[src/hdl/rwib_pkg.sv]
// Shared types and constants for the write-intent bitmap block.
// No dependencies.
package rwib_pkg;
  localparam int PageBytes    = 4096;
  localparam int NumPages     = 8;
  localparam int WordsPerPage = PageBytes / 8;
  localparam int StoreWords   = NumPages * WordsPerPage;
  localparam int AddrW        = 48;
  localparam int LenW         = 25;
  localparam int ChunkW       = 25;
  localparam int PageW        = 3;
  localparam int WordIdxW     = $clog2(StoreWords);
  localparam int PwordW       = $clog2(WordsPerPage);
  localparam int BitOffW      = $clog2(PageBytes * 8);
  localparam int PwW          = ChunkW + BitOffW;
  localparam logic [0:0] ActMark  = 1'b0;
  localparam logic [0:0] ActQuery = 1'b1;

  // Job handed from the front part to the back part through the queue.
  typedef struct packed {
    logic                action;
    logic                walk;
    logic [PageW-1:0]    page;
    logic [PwordW-1:0]   first_word;
    logic [PwordW-1:0]   last_word;
    logic [5:0]          first_bit;
    logic [5:0]          last_bit;
    logic [LenW-1:0]     size;
    logic                oor;
  } job_t;
endpackage

[src/hdl/rwib_front.sv]
// Front part: divides the address by the page width and chunk size serially,
// then builds a word-walk job. Depends on rwib_pkg.
module rwib_front (
  input  logic                          clk,
  input  logic                          rst,
  input  logic                          start,
  output logic                          busy,
  input  logic                          action,
  input  logic [rwib_pkg::AddrW-1:0]    byte_address,
  input  logic [rwib_pkg::LenW-1:0]     byte_length,
  input  logic [rwib_pkg::ChunkW-1:0]   chunk_bytes,
  output logic                          job_valid,
  output rwib_pkg::job_t                job,
  input  logic                          job_ready
);
  import rwib_pkg::*;

  typedef enum logic [2:0] {S_IDLE, S_DIVA, S_SETUP, S_DIVB, S_DIVC, S_PUSH} state_t;

  state_t            state;
  logic [5:0]        cnt;
  logic              act;
  logic [LenW-1:0]   len;
  logic [ChunkW-1:0] chunk;
  logic [PwW-1:0]    pw;
  logic [AddrW-1:0]  quot;
  logic [PwW:0]      rem;
  logic [PwW-1:0]    last_off;
  logic [LenW-1:0]   size;
  logic [AddrW-1:0]  page_q;
  logic [BitOffW-1:0] first_c;
  logic [PwW-1:0]    room;
  logic [PwW:0]      rem_sh;
  logic [PwW:0]      rem_sub;
  logic [PwW:0]      div_d;

  assign busy = (state != S_IDLE);
  // used in S_SETUP, where rem holds the offset within the page
  assign room = pw - rem[PwW-1:0];
  assign div_d = (state == S_DIVA) ? {1'b0, pw} : {{(PwW + 1 - ChunkW){1'b0}}, chunk};
  assign rem_sh = {rem[PwW-1:0], quot[AddrW-1]};
  assign rem_sub = rem_sh - div_d;

  always_ff @(posedge clk) begin
    if (rst) begin
      state <= S_IDLE;
      job_valid <= 1'b0;
    end else begin
      unique case (state)
        S_IDLE: begin
          if (start) begin
            act   <= action;
            len   <= byte_length;
            chunk <= (chunk_bytes == '0) ? ChunkW'(1) : chunk_bytes;
            pw    <= PwW'((chunk_bytes == '0) ? ChunkW'(1) : chunk_bytes) << BitOffW;
            quot  <= byte_address;
            rem   <= '0;
            cnt   <= 6'(AddrW - 1);
            state <= S_DIVA;
          end
        end
        // restoring division, one quotient bit per cycle
        S_DIVA, S_DIVB, S_DIVC: begin
          if (state == S_DIVB && cnt == '0) begin
            // hold the first chunk index, start on the last one
            cnt     <= 6'(AddrW - 1);
            quot    <= {{(AddrW - PwW){1'b0}}, last_off};
            rem     <= '0;
            first_c <= (!rem_sub[PwW]) ? BitOffW'({quot[AddrW-2:0], 1'b1})
                                       : BitOffW'({quot[AddrW-2:0], 1'b0});
            state   <= S_DIVC;
          end else begin
            if (!rem_sub[PwW]) begin
              rem  <= rem_sub;
              quot <= {quot[AddrW-2:0], 1'b1};
            end else begin
              rem  <= rem_sh;
              quot <= {quot[AddrW-2:0], 1'b0};
            end
            if (cnt == '0) state <= (state == S_DIVA) ? S_SETUP : S_PUSH;
            else cnt <= cnt - 6'd1;
          end
        end
        S_SETUP: begin
          page_q   <= quot;
          size     <= (PwW'(len) < room) ? len : LenW'(room);
          last_off <= rem[PwW-1:0] + PwW'((PwW'(len) < room) ? len : LenW'(room)) - PwW'(1);
          quot     <= {{(AddrW - PwW){1'b0}}, rem[PwW-1:0]};
          rem      <= '0;
          cnt      <= 6'(AddrW - 1);
          state    <= S_DIVB;
        end
        S_PUSH: begin
          if (!job_valid) begin
            job.action     <= act;
            job.page       <= page_q[PageW-1:0];
            job.size       <= size;
            job.oor        <= (page_q >= AddrW'(NumPages));
            job.walk       <= (page_q < AddrW'(NumPages)) && (size != '0);
            job.first_word <= first_c[BitOffW-1:6];
            job.first_bit  <= first_c[5:0];
            job.last_word  <= quot[BitOffW-1:6];
            job.last_bit   <= quot[5:0];
            job_valid      <= 1'b1;
            state          <= S_IDLE;
          end
        end
        default: state <= S_IDLE;
      endcase
      if (job_valid && job_ready) job_valid <= 1'b0;
    end
  end
endmodule

[config.mk]
export PLATFORM = sky130hd
export DESIGN_NAME = rwib_front
export DESIGN_NICKNAME = d
export VERILOG_FILES = /design/src/hdl/rwib_pkg.sv /design/src/hdl/rwib_front.sv
export SDC_FILE = /design/constraint.sdc
export NUM_CORES = 1
export LEC_CHECK = 0
export ABC_AREA = 1
export BUFFER_PORTS_ARGS = -buffer_cell sky130_fd_sc_hd__buf_2
export CORE_ASPECT_RATIO = 0.5
export CORE_UTILIZATION = 55
export CTS_CLUSTER_DIAMETER = 200
export DETAILED_ROUTE_END_ITERATION = 6
export PLACE_DENSITY = 0.83
export REMOVE_ABC_BUFFERS = 1
export SETUP_SLACK_MARGIN = 0.5
export SYNTH_ARGS = -nofsm -noshare
export SYNTH_HDL_FRONTEND = slang
export SYNTH_SLANG_ARGS = --single-unit
export TNS_END_PERCENT = 20
[constraint.sdc]
create_clock -name clk -period 13.43 [get_ports clk]
set_input_delay 2.686 -clock clk [delete_from_list [all_inputs] [get_ports clk]]
set_output_delay 2.686 -clock clk [all_outputs]
set_load 0.01 [all_outputs]
## Word level (Yosys, flattened, before mapping)

Index checks and enable logic that the tools add are counted.

- Bits in registers: 338
- Input bits: 103
- Output and inout port bits: 63
- Logic and storage cells: 80

- $add $sub $neg: 5
- Magnitude comparators: 3
- Eq/ne operators: 9
- Muxes and demuxes: 22
- Bitwise gates (word level): 2
- Reductions and logical operators: 18

Operators with widths:

| kind | number |
|---|---|
| $mux W40 | 4 |
| $pmux W48 S3 | 1 |
| $pmux W40 S3 | 1 |
| $mux W48 | 2 |
| $mux W25 | 2 |
| $ge A48 B4 Y1 const B | 1 |
| $lt A48 B4 Y1 const B | 1 |
| $sub A41 B40 Y41 | 1 |
| $add A40 B25 Y40 | 1 |
| $lt A25 B40 Y1 | 1 |
| $sub A40 B1 Y40 const B | 1 |
| $sub A40 B40 Y40 | 1 |
| $logic_not A25 Y1 | 1 |
| $reduce_bool A25 Y1 | 1 |
| $mux W6 | 3 |
| $pmux W6 S3 | 1 |
| $mux W3 | 5 |
| $reduce_and A3 Y1 | 5 |
| $pmux W3 S4 | 1 |
| $eq A3 B2 Y1 const B | 2 |
| $eq A3 B3 Y1 const B | 2 |
| $logic_not A6 Y1 | 1 |
| $ne A3 B3 Y1 const B | 2 |
| $reduce_bool A3 Y1 | 2 |
| 11 further kinds | 16 |

## Longest topological paths before layout

- Word-level depth: 6
- Depth in mapped cells: 40
- Depth with buffers taken out: 39

## Worst setup path before layout

OpenSTA, ideal clock, no wires.

- Kind: in2reg
- Start point: input port rst
- End point: register last_off[0] (enable)
- Library setup time: 0.723 ns
- Arrival: 10.379 ns
- Required time: 12.707 ns
- Slack: 2.327 ns
- Cell stages on the path: 1
- Path buffers: 0
- Cell sequence: nor3_1

- Cells in the longest elaborated chain, start to end: 2

Ends and longest elaborated chain:

| item | line | source |
|---|---|---|
| start, declared | rwib_front.sv:5 | `input logic rst,` |
| $not A1 Y1 (no line) | -- |  |
| $reduce_and A2 Y1 (no line) | -- |  |
| end signal, assigned | rwib_front.sv:87 | `last_off <= rem[PwW-1:0] + PwW'((PwW'(len) < room) ? len : LenW'(room)) - PwW'(1);` |
| end, declared | rwib_front.sv:28 | `logic [PwW-1:0] last_off;` |

Every way passes these cells.
A chain may end at the register's enable or synchronous reset.

## Worst setup path after layout

- Start point: register rem[22]
- End point: register last_off[35], data pin

- Cells in the longest elaborated chain, start to end: 5

Ends and longest elaborated chain:

| item | line | source |
|---|---|---|
| start, declared | rwib_front.sv:27 | `logic [PwW:0] rem;` |
| start signal, assigned | rwib_front.sv:74 | `rem <= rem_sub;` |
| start signal, assigned | rwib_front.sv:77 | `rem <= rem_sh;` |
| $sub A40 B40 Y40 | rwib_front.sv:39 | `assign room = pw - rem[PwW-1:0];` |
| $lt A25 B40 Y1 | rwib_front.sv:87 |  |
| $mux W25 | rwib_front.sv:87 |  |
| $add A40 B25 Y40 * | rwib_front.sv:87 |  |
| $sub A40 B1 Y40 * | rwib_front.sv:87 |  |

Every way passes the cells marked *; elsewhere a longest branch is shown, timed or not.

==> results_dict.tcl <==
set metrics [dict create \
    ioPinCount 166 \
    first_pass_iters 7 \
    fp.dieH_um 142 \
    fin_area_um2 24100 \
    synthCells 2513 \
    path_clk_slew_ps 70 \
    ant_nets 0 \
    yosysTopAreaCell "edfxtp_1" \
    cts_buffers 30 \
    path_max_fanout 42 \
    die-area_um2 40300 \
    synth-main-ff-cell "edfxtp_1" \
    finalSetupViolCount 0 \
    first_iter_violations 2866 \
    cpMaxStageDelayCell "edfxtp_1" \
    root_buffer "clkbuf_16" \
    nNetsFinal 2913 \
    relSlewSlack_pct 32.4 \
    finalPower_w 0.00696 \
    min_period_ps 7550 \
    critical_path_required_ps 13800 \
    p_leak_nw 10.3 \
    synth_seq_cells 338 \
    postCtsSetupBuffers 0 \
    finalCritPeriodShare_pct 56.2 \
    drive_gt1_share_pct 10.7 \
    ir_drop_v 0.000162 \
    crit_path_start_kind "flip-flop" \
    crit_top_cell "nand2_1" \
    yosysUniqueCellTypes 54 \
    fillerInstances 3269 \
    cp-end-kind "flip-flop" \
    htreeDepth 1 \
    slew_viol_final 0 \
    synth_top_area_share_pct 46.3 \
    grt_start_max_net_pins 78 \
    setup.worst_path.class "flip-flop to flip-flop" \
    synth_commonest_cells "nand2_1 (495), inv_1 (335), edfxtp_1 (334), nor2_1 (241), o21ai_0 (182)" \
    worst_pin_slew_ps 1010 \
    synth_edf_count 334 \
    yosys_warnings 0 \
    postLayoutCoreUtil_pct 63.2 \
    grt-ovfl-total 0 \
    ctsResizeCount 0 \
    vias 19404 \
    first_global_vias 17673 \
    outcome "finished with violations" \
    postCtsHoldBufs 0 \
    synth.most_common_cell "nand2_1" \
    clk_path_buf_depth 3 \
    syn_to_final_growth_pct 11.0 \
    maxCapViolCount 0 \
    synthTopCellsByArea "edfxtp_1 (46%), ha_1 (8.8%), nand2_1 (8.6%)" \
    grt_pass1_wl_mm 108 \
    rr_startpoint "rem[22]$_SDFFCE_PP0P_" \
    violations "design-rule violations" \
    cpPeakStageDelay_ps 660 \
    viasPerCell 6.06 \
    fin_setup_tns_ps 0 \
    route.detailed.drc 1 \
    holdCritStartpoint "first_c[2]$_DFFE_PP_" \
    r2r-end "last_off[35]$_DFFE_PP_" \
    clock_sinks 338 \
    tritoncts "done" \
    cp.buffers_inverters 6 \
    holdPathEnd "job[34]$_DFFE_PP_" \
    clock_latency_ps 620 \
    finalWirelength_mm 73.2 \
    start_util_pct 56.9 \
    reg2reg_setup_slack_ps 5880 \
    dpl.hpwl_mm 57.9 \
    whs_path_depth 0 \
    r2r_cells 36 \
    die_x_um 283 \
    fin_skew_ps 22.4 \
    finalHoldViolCount 0 \
    rows 50 \
    synth_area_um2 21700 \
    critPathTopFamily "simple AND/OR/NAND/NOR gates" \
    placedInstanceArea_um2 23000 \
    hold_class "flip-flop to flip-flop" \
    antenna_found_initial 3 \
    async_flop_share_pct 0 \
    avgSynthCellArea_um2 8.63 \
    crit_arrival_ps 7930 \
    place.port_buffers 165 \
    fmax_mhz 132 \
    ys_seq_area_share_pct 46.6 \
    post_drt_wl_per_cell_um 22.9 \
    core_area_um2 38100 \
    gr-usage-all-layers_pct 36.4 \
    gp_congestion 1.14 \
    rsz0062_at_grt "no" \
    power_density_nw_per_um2 289 \
]
area by class of cell:
class / count / area, um^2 / area share [%]
inverter: 351 / 1320 / 5.47
clock buffer: 34 / 766 / 3.18
antenna: 1 / 2.50 / 0.0104
timing repair buffer: 186 / 983 / 4.09
sequential: 338 / 10100 / 42.0
multi-input combinational: 1749 / 9960 / 41.4
clock inverter: 22 / 277 / 1.15
tap: 520 / 651 / 2.70
sequential cells by signal, indices dropped and copies added, names as in the netlist:
signal and flops:
rem 40, len 25, pw 25, first_c 15, job_valid 1, quot 48, last_off 40, act 1
cnt 6, state 3, job 61, size 25, page_q 48
cell usage in the layout, fill, tap and decap left out, types with 5 or more instances in the layout:
| master | instances |
|---|---|
| nand4_1 | 35 |
| o21bai_1 | 7 |
| a21oi_1 | 181 |
| nor2_1 | 233 |
| buf_2 | 165 |
| a21o_1 | 15 |
| nand3_1 | 118 |
| o21ai_0 | 182 |
| bufinv_16 | 5 |
| nor3_1 | 22 |
| buf_4 | 21 |
| inv_1 | 334 |
| nand2_1 | 494 |
| nor2_2 | 15 |
| a211oi_1 | 5 |
| o21a_1 | 9 |
| inv_2 | 14 |
| nor2_4 | 8 |
| xnor2_1 | 36 |
| a22oi_1 | 40 |
| nand2_2 | 6 |
| mux2i_1 | 10 |
| ha_1 | 152 |
| nor4_1 | 28 |
| a31oi_1 | 27 |
| a22o_1 | 8 |
| o21ai_1 | 17 |
| clkbuf_16 | 30 |
| xor2_1 | 61 |
| clkinv_1 | 8 |
| edfxtp_1 | 334 |
report_power, final:
group	switching [W]	total, W	leakage, nW	internal (W)
Combinational	0.00286	0.00416	6.67	0.00130
Sequential	0.000296	0.00186	3.11	0.00157
Clock	0.000426	0.000937	0.498	0.000511
Total	0.00358	0.00696	10.3	0.00337
logic make-up (layout without fill, tap and decap cells):
kind of cell	count (synthesis)	count (layout)	share of synthesized area [%]
AND/OR/NAND/NOR	982	982	19.3
AO/OA/AOI/OAI	506	506	13.1
buffers and inverters	426	593	7.63
flip-flops	338	338	46.6
adder cells (fa/ha/maj)	154	154	8.96
XOR/XNOR	97	97	3.92
multiplexers	10	10	0.462
other	0	1	0
per-layer routing:
metal,up-vias,track usage [%],routed length [um]
met4,4,8.02,1850
met2,1266,48.3,27700
li1,8882,-,-
met3,138,12.8,11800
met5,-,0,22
met1,9114,55.8,31800
worst register-to-register path, delay by kind of cell (launching register included):
family                     cells  cell delay, ps
and+or+nand+nor               18            2270
DFF                            1             660
AOI/OAI and AO/OA              5            1510
adders and majority gates      5            1620
buffers and inverters          6             980
xor gates and xnor gates       2             290
metrics by stage:
stage                     hold slack (ps)  std cells  setup WS, ps
after floorplan                       400       2438          2330
after global placement                400       3144          6400
after detailed placement              405       3144          6210
after CTS                             421       3200          6180
after global routing                  425       3200          5490
final                                 420       3201          5880
how the worst max path moves through the flow:
stage / startpoint / endpoint / slack, ps / cells past startpoint
6_report: rem[22]$_SDFFCE_PP0P_ / last_off[35]$_DFFE_PP_ / 5880 / 36
5_1_grt: rem[22]$_SDFFCE_PP0P_ / last_off[35]$_DFFE_PP_ / 5490 / 36
4_1_cts: rem[22]$_SDFFCE_PP0P_ / last_off[35]$_DFFE_PP_ / 6180 / 36
3_5_place_dp: rem[22]$_SDFFCE_PP0P_ / last_off[35]$_DFFE_PP_ / 6210 / 36
3_3_place_gp: rem[22]$_SDFFCE_PP0P_ / last_off[35]$_DFFE_PP_ / 6400 / 36
2_1_floorplan: rst / last_off[0]$_DFFE_PP_ / 2330 / 1
Power figures use the tool's default switching activity.
